--- src/rtl/patched_conic_delta_v_macros.svh ---
// Assertion shorthands used by the top-level design file.
`ifndef PATCHED_CONIC_DELTA_V_MACROS_SVH
`define PATCHED_CONIC_DELTA_V_MACROS_SVH

// The consequent must hold in the same cycle as the antecedent.
`define PCDV_ASSERT_NOW(label, ante, cons, msg) \
    label: assert property (@(posedge i_clk) disable iff (!i_rst_n) (ante) |-> (cons)) \
        else $error(msg);

// The consequent must hold in the cycle after the antecedent.
`define PCDV_ASSERT_NEXT(label, ante, cons, msg) \
    label: assert property (@(posedge i_clk) disable iff (!i_rst_n) (ante) |=> (cons)) \
        else $error(msg);

`endif

--- src/rtl/pcdv_pkg.sv ---
`timescale 1ns / 1ps
package pcdv_pkg;

    localparam int VEL_W     = 32;
    localparam int MU_W      = 38;
    localparam int RAD_W     = 24;
    localparam int ECC_W     = 17;
    localparam int K_W       = MU_W + 40;
    localparam int TWO_K_W   = K_W + 1;
    localparam int SQ_IN_W   = 80;
    localparam int ROOT_W    = SQ_IN_W / 2;
    localparam int REM_W     = ROOT_W + 2;
    localparam int DV_W      = 32;
    localparam int CFG_IDX_W = 3;

    localparam int DIV_STEPS  = K_W;
    localparam int SQRT_STEPS = ROOT_W;
    localparam int MUL_STEPS  = ECC_W;

    localparam logic [CFG_IDX_W-1:0] CFG_DEP_MU  = 3'd0;
    localparam logic [CFG_IDX_W-1:0] CFG_DEP_RAD = 3'd1;
    localparam logic [CFG_IDX_W-1:0] CFG_ARR_MU  = 3'd2;
    localparam logic [CFG_IDX_W-1:0] CFG_ARR_RAD = 3'd3;
    localparam logic [CFG_IDX_W-1:0] CFG_ARR_ECC = 3'd4;

    typedef struct packed {
        logic [REM_W-1:0]   rem;
        logic [ROOT_W-1:0]  root;
        logic [SQ_IN_W-1:0] rad;
    } t_sqrt_st;

    typedef struct packed {
        logic [TWO_K_W-1:0] two_k_dep;
        logic [ROOT_W-1:0]  sk_dep;
        logic [TWO_K_W-1:0] two_k_arr;
        logic [ROOT_W-1:0]  sk_cap;
        logic               direct;
    } t_cfg_terms;

    // One step of the digit-by-digit square root: two radicand bits in, one root bit out.
    function automatic t_sqrt_st sqrt_step(input t_sqrt_st s);
        logic [REM_W-1:0] cur;
        logic [REM_W-1:0] trial;
        t_sqrt_st         o;
        cur   = {s.rem[REM_W-3:0], s.rad[SQ_IN_W-1 -: 2]};
        trial = {s.root, 2'b01};
        if (cur >= trial) begin
            o.rem  = cur - trial;
            o.root = {s.root[ROOT_W-2:0], 1'b1};
        end else begin
            o.rem  = cur;
            o.root = {s.root[ROOT_W-2:0], 1'b0};
        end
        o.rad = {s.rad[SQ_IN_W-3:0], 2'b00};
        return o;
    endfunction

endpackage

--- src/rtl/pcdv_cfg_unit.sv ---
`timescale 1ns / 1ps
module pcdv_cfg_unit (
    input  logic                           i_clk,
    input  logic                           i_rst_n,
    input  logic                           i_cfg_valid,
    input  logic [pcdv_pkg::CFG_IDX_W-1:0] i_cfg_index,
    input  logic [pcdv_pkg::MU_W-1:0]      i_cfg_data,
    output pcdv_pkg::t_cfg_terms           o_terms,
    output logic                           o_busy
);

    typedef enum logic [6:0] {
        S_IDLE     = 7'b0000001,
        S_START    = 7'b0000010,
        S_DIV_DEP  = 7'b0000100,
        S_SQRT_DEP = 7'b0001000,
        S_DIV_ARR  = 7'b0010000,
        S_MUL_ARR  = 7'b0100000,
        S_SQRT_CAP = 7'b1000000
    } t_seq_state;

    localparam int KW   = pcdv_pkg::K_W;
    localparam int RW   = pcdv_pkg::RAD_W;
    localparam int EW   = pcdv_pkg::ECC_W;
    localparam int ACCW = KW + EW;

    t_seq_state r_state;
    logic [6:0] r_cnt;

    logic [pcdv_pkg::MU_W-1:0] r_dep_mu, r_arr_mu;
    logic [RW-1:0]             r_dep_r, r_arr_r;
    logic [EW-1:0]             r_arr_e;

    logic [KW-1:0]             r_quo;
    logic [RW-1:0]             r_drem;
    logic [RW-1:0]             r_div;
    pcdv_pkg::t_sqrt_st        r_sq;
    logic [ACCW-1:0]           r_acc;
    logic [EW-1:0]             r_mult;
    logic [KW-1:0]             r_k_dep, r_k_arr;
    logic [pcdv_pkg::ROOT_W-1:0] r_sk_dep, r_sk_cap;

    logic [RW:0]               n_dshift;
    logic                      n_dge;
    logic [RW-1:0]             n_drem;
    logic [KW-1:0]             n_quo;
    pcdv_pkg::t_sqrt_st        n_sq;
    logic [ACCW-1:0]           n_acc;
    logic [RW-1:0]             n_div_dep, n_div_arr;

    always_comb begin
        n_dshift  = {r_drem, r_quo[KW-1]};
        n_dge     = n_dshift >= {1'b0, r_div};
        n_drem    = n_dge ? RW'(n_dshift - {1'b0, r_div}) : n_dshift[RW-1:0];
        n_quo     = {r_quo[KW-2:0], n_dge};
        n_sq      = pcdv_pkg::sqrt_step(r_sq);
        n_acc     = {r_acc[ACCW-2:0], 1'b0} + (r_mult[EW-1] ? {{EW{1'b0}}, r_k_arr} : '0);
        // A zero radius is taken as one kilometre.
        n_div_dep = (r_dep_r == '0) ? RW'(1) : r_dep_r;
        n_div_arr = (r_arr_r == '0) ? RW'(1) : r_arr_r;
    end

    always_ff @(posedge i_clk) begin
        if (!i_rst_n) begin
            r_dep_mu <= pcdv_pkg::MU_W'(398600);
            r_dep_r  <= RW'(6678);
            r_arr_mu <= pcdv_pkg::MU_W'(42828);
            r_arr_r  <= RW'(3790);
            r_arr_e  <= '0;
            r_state  <= S_START;
            r_cnt    <= '0;
        end else if (i_cfg_valid) begin
            case (i_cfg_index)
                pcdv_pkg::CFG_DEP_MU:  r_dep_mu <= i_cfg_data;
                pcdv_pkg::CFG_DEP_RAD: r_dep_r  <= i_cfg_data[RW-1:0];
                pcdv_pkg::CFG_ARR_MU:  r_arr_mu <= i_cfg_data;
                pcdv_pkg::CFG_ARR_RAD: r_arr_r  <= i_cfg_data[RW-1:0];
                pcdv_pkg::CFG_ARR_ECC: r_arr_e  <= i_cfg_data[EW-1:0];
                default: ;
            endcase
            r_state <= S_START;
            r_cnt   <= '0;
        end else begin
            case (r_state)
                S_START: begin
                    r_quo   <= {r_dep_mu, 40'b0};
                    r_drem  <= '0;
                    r_div   <= n_div_dep;
                    r_cnt   <= '0;
                    r_state <= S_DIV_DEP;
                end
                S_DIV_DEP: begin
                    r_quo  <= n_quo;
                    r_drem <= n_drem;
                    r_cnt  <= r_cnt + 7'd1;
                    if (r_cnt == 7'(pcdv_pkg::DIV_STEPS - 1)) begin
                        r_k_dep <= n_quo;
                        r_sq    <= '{rem: '0, root: '0, rad: {2'b00, n_quo}};
                        r_cnt   <= '0;
                        r_state <= S_SQRT_DEP;
                    end
                end
                S_SQRT_DEP: begin
                    r_sq  <= n_sq;
                    r_cnt <= r_cnt + 7'd1;
                    if (r_cnt == 7'(pcdv_pkg::SQRT_STEPS - 1)) begin
                        r_sk_dep <= n_sq.root;
                        r_quo    <= {r_arr_mu, 40'b0};
                        r_drem   <= '0;
                        r_div    <= n_div_arr;
                        r_cnt    <= '0;
                        r_state  <= S_DIV_ARR;
                    end
                end
                S_DIV_ARR: begin
                    r_quo  <= n_quo;
                    r_drem <= n_drem;
                    r_cnt  <= r_cnt + 7'd1;
                    if (r_cnt == 7'(pcdv_pkg::DIV_STEPS - 1)) begin
                        r_k_arr <= n_quo;
                        r_acc   <= '0;
                        r_mult  <= {1'b1, r_arr_e[EW-2:0]};
                        r_cnt   <= '0;
                        r_state <= S_MUL_ARR;
                    end
                end
                S_MUL_ARR: begin
                    r_acc  <= n_acc;
                    r_mult <= {r_mult[EW-2:0], 1'b0};
                    r_cnt  <= r_cnt + 7'd1;
                    if (r_cnt == 7'(pcdv_pkg::MUL_STEPS - 1)) begin
                        // Dropping sixteen bits scales by one plus the Q0.16 eccentricity.
                        r_sq    <= '{rem: '0, root: '0, rad: {1'b0, n_acc[ACCW-1:16]}};
                        r_cnt   <= '0;
                        r_state <= S_SQRT_CAP;
                    end
                end
                S_SQRT_CAP: begin
                    r_sq  <= n_sq;
                    r_cnt <= r_cnt + 7'd1;
                    if (r_cnt == 7'(pcdv_pkg::SQRT_STEPS - 1)) begin
                        r_sk_cap <= n_sq.root;
                        r_state  <= S_IDLE;
                    end
                end
                S_IDLE: ;
                default: r_state <= S_START;
            endcase
        end
    end

    assign o_busy            = (r_state != S_IDLE);
    assign o_terms.two_k_dep = {r_k_dep, 1'b0};
    assign o_terms.sk_dep    = r_sk_dep;
    assign o_terms.two_k_arr = {r_k_arr, 1'b0};
    assign o_terms.sk_cap    = r_sk_cap;
    assign o_terms.direct    = r_arr_e[EW-1];

endmodule

--- config.mk ---
export PLATFORM = sky130hd
export DESIGN_NAME = pcdv_cfg_unit
export DESIGN_NICKNAME = d
export VERILOG_FILES = /design/src/rtl/patched_conic_delta_v_macros.svh /design/src/rtl/pcdv_pkg.sv /design/src/rtl/pcdv_cfg_unit.sv
export SDC_FILE = /design/constraint.sdc
export NUM_CORES = 1
export LEC_CHECK = 0
export ABC_CLOCK_PERIOD_IN_PS = 29000
export BUFFER_PORTS_ARGS = -buffer_cell sky130_fd_sc_hd__buf_4
export CAP_MARGIN = 30
export CORE_MARGIN = 1.5
export CORE_UTILIZATION = 66
export DETAILED_ROUTE_END_ITERATION = 12
export PLACE_DENSITY_LB_ADDON = 0.25
export SLEW_MARGIN = 40
export SYNTH_ARGS = -nofsm -noshare
export SYNTH_HDL_FRONTEND = slang
export SYNTH_SLANG_ARGS = --single-unit
--- constraint.sdc ---
create_clock -name i_clk -period 29 [get_ports i_clk]
set_clock_uncertainty 0.1 [all_clocks]
set_input_delay 5.8 -clock i_clk [delete_from_list [all_inputs] [get_ports i_clk]]
set_output_delay 5.8 -clock i_clk [all_outputs]
set_load 0.02 [all_outputs]
==> run_summary.xml <==
<?xml version="1.0" encoding="UTF-8"?>
<metrics>
  <group name="synth">
    <metric name="seq_cells_post_synth" unit="">788</metric>
    <metric name="ys.flop_type" unit="">sky130_fd_sc_hd__edfxtp_1</metric>
    <metric name="netlist.top_cell.by_area" unit="">sky130_fd_sc_hd__edfxtp_1</metric>
    <metric name="synth_top_area_frac" unit="">0.4915</metric>
    <metric name="synthTopCellsByArea" unit="">sky130_fd_sc_hd__edfxtp_1 49%, sky130_fd_sc_hd__dfxtp_1 8.0%, sky130_fd_sc_hd__nand2_1 5.7%</metric>
    <metric name="synth_top_cells_by_count" unit="">633 x sky130_fd_sc_hd__edfxtp_1, 587 x sky130_fd_sc_hd__nand2_1, 298 x sky130_fd_sc_hd__nor2_1, 216 x sky130_fd_sc_hd__a21oi_1, 169 x sky130_fd_sc_hd__clkbuf_1</metric>
    <metric name="synth_async_sr_flop_share" unit="">0</metric>
    <metric name="yosysWarningCount" unit="">0</metric>
    <metric name="yosysSeqAreaShare" unit="">0.5717</metric>
    <metric name="synth_cell_types" unit="">79</metric>
    <metric name="average_size_of_a_mapped_cell" unit="um2">10.68</metric>
    <metric name="synth_most_common_cell" unit="">sky130_fd_sc_hd__edfxtp_1</metric>
    <metric name="netlist_area" unit="mm2">0.03868</metric>
    <metric name="synthesis.instances" unit="">3621</metric>
    <metric name="synth_edf_count" unit="">633</metric>
  </group>
  <group name="clock_tree">
    <metric name="htreeDepth" unit="">3</metric>
    <metric name="cts_setup_buffers" unit="">0</metric>
    <metric name="tritoncts" unit="">done</metric>
    <metric name="cts.repair.resized" unit="">0</metric>
    <metric name="cts_hold_buf" unit="">0</metric>
    <metric name="cts.clk_slew.worst_paths" unit="ns">0.06</metric>
    <metric name="cts_num_sinks" unit="">788</metric>
    <metric name="root_cell_of_the_clock_tree" unit="">sky130_fd_sc_hd__clkbuf_16</metric>
    <metric name="cts_made_buffers" unit="">80</metric>
    <metric name="cts-root-to-sink-buffers" unit="">3</metric>
    <metric name="worstSkewPairLatency" unit="ns">0.63</metric>
  </group>
  <group name="power_and_ir_drop">
    <metric name="p_leak" unit="nW">17.17</metric>
    <metric name="power.total" unit="W">0.002360</metric>
    <metric name="cellPowerDensity" unit="mW/mm2">53.54</metric>
    <metric name="power.ir.vdd_worst" unit="mV">0.05451</metric>
  </group>
  <group name="layout">
    <metric name="finalNonFillerCells" unit="">4656</metric>
    <metric name="nets" unit="">4020</metric>
    <metric name="post_route_cells_drive_above_1_share" unit="">0.1260</metric>
    <metric name="layout.filler_cells" unit="">3886</metric>
    <metric name="area_delta_synth_final" unit="%">13.96</metric>
  </group>
  <group name="min_path">
    <metric name="min_path_type" unit="">reg -&gt; reg</metric>
  </group>
  <group name="routing">
    <metric name="route.detailed.vias_per_inst" unit="">6.333</metric>
    <metric name="drtIter0Drc" unit="">3636</metric>
    <metric name="dr.pass1.iters" unit="">6</metric>
    <metric name="routed-via-count" unit="">29490</metric>
    <metric name="drt.antenna.violating_nets" unit="">0</metric>
    <metric name="post-route-drc-count" unit="">0</metric>
    <metric name="wl_per_cell" unit="um">22.31</metric>
    <metric name="detail_route.wirelength" unit="um">103900</metric>
  </group>
  <group name="die">
    <metric name="design.core.area" unit="mm2">0.05781</metric>
    <metric name="boundaryPins" unit="">284</metric>
    <metric name="placement_rows" unit="">88</metric>
    <metric name="dieArea" unit="mm2">0.06006</metric>
    <metric name="initial_utilization" unit="">0.6691</metric>
    <metric name="die_x" unit="um">245.1</metric>
    <metric name="die_h" unit="um">245.1</metric>
  </group>
  <group name="critical_path">
    <metric name="setup.worst_path.class" unit="">reg -&gt; out</metric>
    <metric name="critPathMaxStageDelay" unit="ns">0.44</metric>
    <metric name="buf_inv_on_cp" unit="">1</metric>
    <metric name="crit_slowest_cell" unit="">sky130_fd_sc_hd__or3_1</metric>
    <metric name="setup.reg_to_reg.worst_slack" unit="ns">23.78</metric>
    <metric name="crit_path_cell_trace" unit="">or3_1, nor3_1, nand3b_1, buf_4</metric>
    <metric name="worstPathMaxFanout" unit="">8</metric>
    <metric name="endpoint_kind" unit="">primary output</metric>
    <metric name="critical_path.top_delay_family" unit="">simple AND/OR/NAND/NOR gates</metric>
    <metric name="critical_path.startpoint_type" unit="">flop</metric>
    <metric name="timing.critical_path.arrival" unit="ns">2.09</metric>
    <metric name="required_time_of_the_worst_setup_path" unit="ns">23.10</metric>
  </group>
  <group name="place">
    <metric name="dp_slack" unit="ns">20.51</metric>
    <metric name="place_congestion" unit="">0.9783</metric>
    <metric name="dpl_cells" unit="">4510</metric>
    <metric name="port_buffers" unit="">281</metric>
    <metric name="place_hpwl" unit="um">70600</metric>
  </group>
  <group name="sta">
    <metric name="finalHoldViolCount" unit="">0</metric>
    <metric name="period_needed" unit="ns">7.989</metric>
    <metric name="final_setup_slack_of_the_worst_path" unit="ns">21.01</metric>
    <metric name="worst-slew-pin-transition" unit="ns">0.9029</metric>
    <metric name="clock.fmax" unit="MHz">125.2</metric>
    <metric name="layout_worst_path_cycle_share" unit="">0.2755</metric>
    <metric name="grt_setup_unrepaired" unit="">no</metric>
    <metric name="final_max_tran_viols" unit="">0</metric>
    <metric name="finalSetupViolCount" unit="">0</metric>
    <metric name="fin_hold_ws" unit="ns">0.3651</metric>
    <metric name="totalNegativeSetupSlack" unit="ns">0</metric>
    <metric name="timing.slew.headroom" unit="">0.3981</metric>
  </group>
  <group name="run_status">
    <metric name="run_status" unit="">finished clean</metric>
  </group>
  <group name="global_route">
    <metric name="grt_pass1_vias" unit="">27040</metric>
    <metric name="antenna_found_initial" unit="">3</metric>
    <metric name="globalRoute.totalOverflow" unit="">0</metric>
    <metric name="grt_util_all_layers" unit="">0.3412</metric>
    <metric name="largest_net_degree_at_the_start_of_global_routing" unit="">182</metric>
    <metric name="grt_first_pass_wirelength" unit="um">157500</metric>
  </group>
  <group name="run">
    <metric name="cap_violations" unit="">0</metric>
  </group>
</metrics>
==> metrics by stage <==
step / utilization / cell area (um2)
2_1_floorplan: - / 38680
3_3_place_gp: 0.7152 / 41340
3_5_place_dp: 0.7161 / 41400
4_1_cts: 0.7617 / 44030
5_1_grt: 0.7624 / 44070
6_report: 0.7625 / 44070
==> placed cells by master (no fill, tap or decap), types with 16 or more instances in the layout <==
master	Yosys	routed
sky130_fd_sc_hd__edfxtp_1	633	633
sky130_fd_sc_hd__nand2_1	587	584
sky130_fd_sc_hd__buf_4	7	304
sky130_fd_sc_hd__nor2_1	298	291
sky130_fd_sc_hd__a21oi_1	216	216
sky130_fd_sc_hd__dfxtp_1	155	155
sky130_fd_sc_hd__ha_1	146	146
sky130_fd_sc_hd__and2_1	138	137
sky130_fd_sc_hd__a21boi_0	120	120
sky130_fd_sc_hd__inv_1	117	117
sky130_fd_sc_hd__o21ai_0	113	112
sky130_fd_sc_hd__xnor2_1	90	90
sky130_fd_sc_hd__clkbuf_16	0	82
sky130_fd_sc_hd__a21o_1	69	69
sky130_fd_sc_hd__and3_1	65	65
sky130_fd_sc_hd__mux2i_1	59	59
sky130_fd_sc_hd__nand3_1	59	58
sky130_fd_sc_hd__nand4_1	56	56
sky130_fd_sc_hd__nor3_1	50	43
sky130_fd_sc_hd__a22oi_1	42	42
sky130_fd_sc_hd__a211o_1	41	41
sky130_fd_sc_hd__xor2_1	35	35
sky130_fd_sc_hd__o21a_1	28	28
sky130_fd_sc_hd__o21bai_1	25	24
sky130_fd_sc_hd__nor2b_1	23	23
sky130_fd_sc_hd__nor4_1	19	19
sky130_fd_sc_hd__a211oi_1	20	19
sky130_fd_sc_hd__o22ai_1	19	19
sky130_fd_sc_hd__nand2b_1	18	17
sky130_fd_sc_hd__a31oi_1	16	16
sky130_fd_sc_hd__clkinv_2	0	16
==> worst paths after layout <==
check	endpoint	start	depth (start not counted)
worst max-delay path	o_busy	r_state[1]	4
worst min-delay path	r_arr_e[12]	r_arr_e[12]	2
worst max register to register	n_sq[61]	r_mult[16]	13
worst min register to register	r_arr_e[12]	r_arr_e[12]	2
==> power by group <==
| group | leakage (nW) | switching [W] | internal, W | total, W |
|---|---|---|---|---|
| clock | 1.29 | 0.000439 | 0.000610 | 0.00105 |
| sequential | 7.06 | 0.0000153 | 0.00122 | 0.00124 |
| combinational | 8.83 | 0.0000426 | 0.0000280 | 0.0000707 |
| total | 17.2 | 0.000497 | 0.00186 | 0.00236 |
==> state kept, by name (all words and copies together) (netlist names), 40 cells and up <==
signal,cells
r_quo,78
r_sk_cap,40
r_sk_dep,40
r_sq,82
r_k_dep,78
n_sq,78
r_k_arr,78
r_acc,94
==> per-layer routing <==
layer	part of all wire	vias up	wire length (um)	global-route usage
li1	-	13510	-	-
met1	0.42	14220	43190	0.5208
met2	0.44	1592	45770	0.5000
met3	0.12	168	12340	0.06418
met4	0.025	2	2594	0.09386
met5	0.00012	-	12	0
==> final cells by class <==
cell class                      instances  area (um2)  share of cell area
Sequential cell                       788       22110              0.5017
Multi-Input combinational cell       2528       15510              0.3520
Timing Repair Buffer                  313        2417             0.05485
Clock buffer                          100        2160             0.04900
Tap cell                              765       957.2             0.02172
Clock inverter                         44       475.5             0.01079
Inverter                              117       439.2            0.009964
Antenna cell                            1       2.502          0.00005678
==> tightest hold or removal path: cells and delay by family (launching register included) <==
kind | cells | cell delay (ns)
AOI/OAI and AO/OA | 1 | 0.06
DFF | 1 | 0.31
and+or+nand+nor | 1 | 0.05
==> cell families after synthesis <==
logic type | Yosys count | share of synthesized area
compound gates | 818 | 0.1421
mux | 60 | 0.01556
other cells | 1 | 0.00009696
fa+ha+maj | 148 | 0.04827
flops | 788 | 0.5717
simple gates | 1375 | 0.1634
xor+xnor | 125 | 0.02831
buf+inv | 306 | 0.03060
Power figures use the tool's default switching activity.
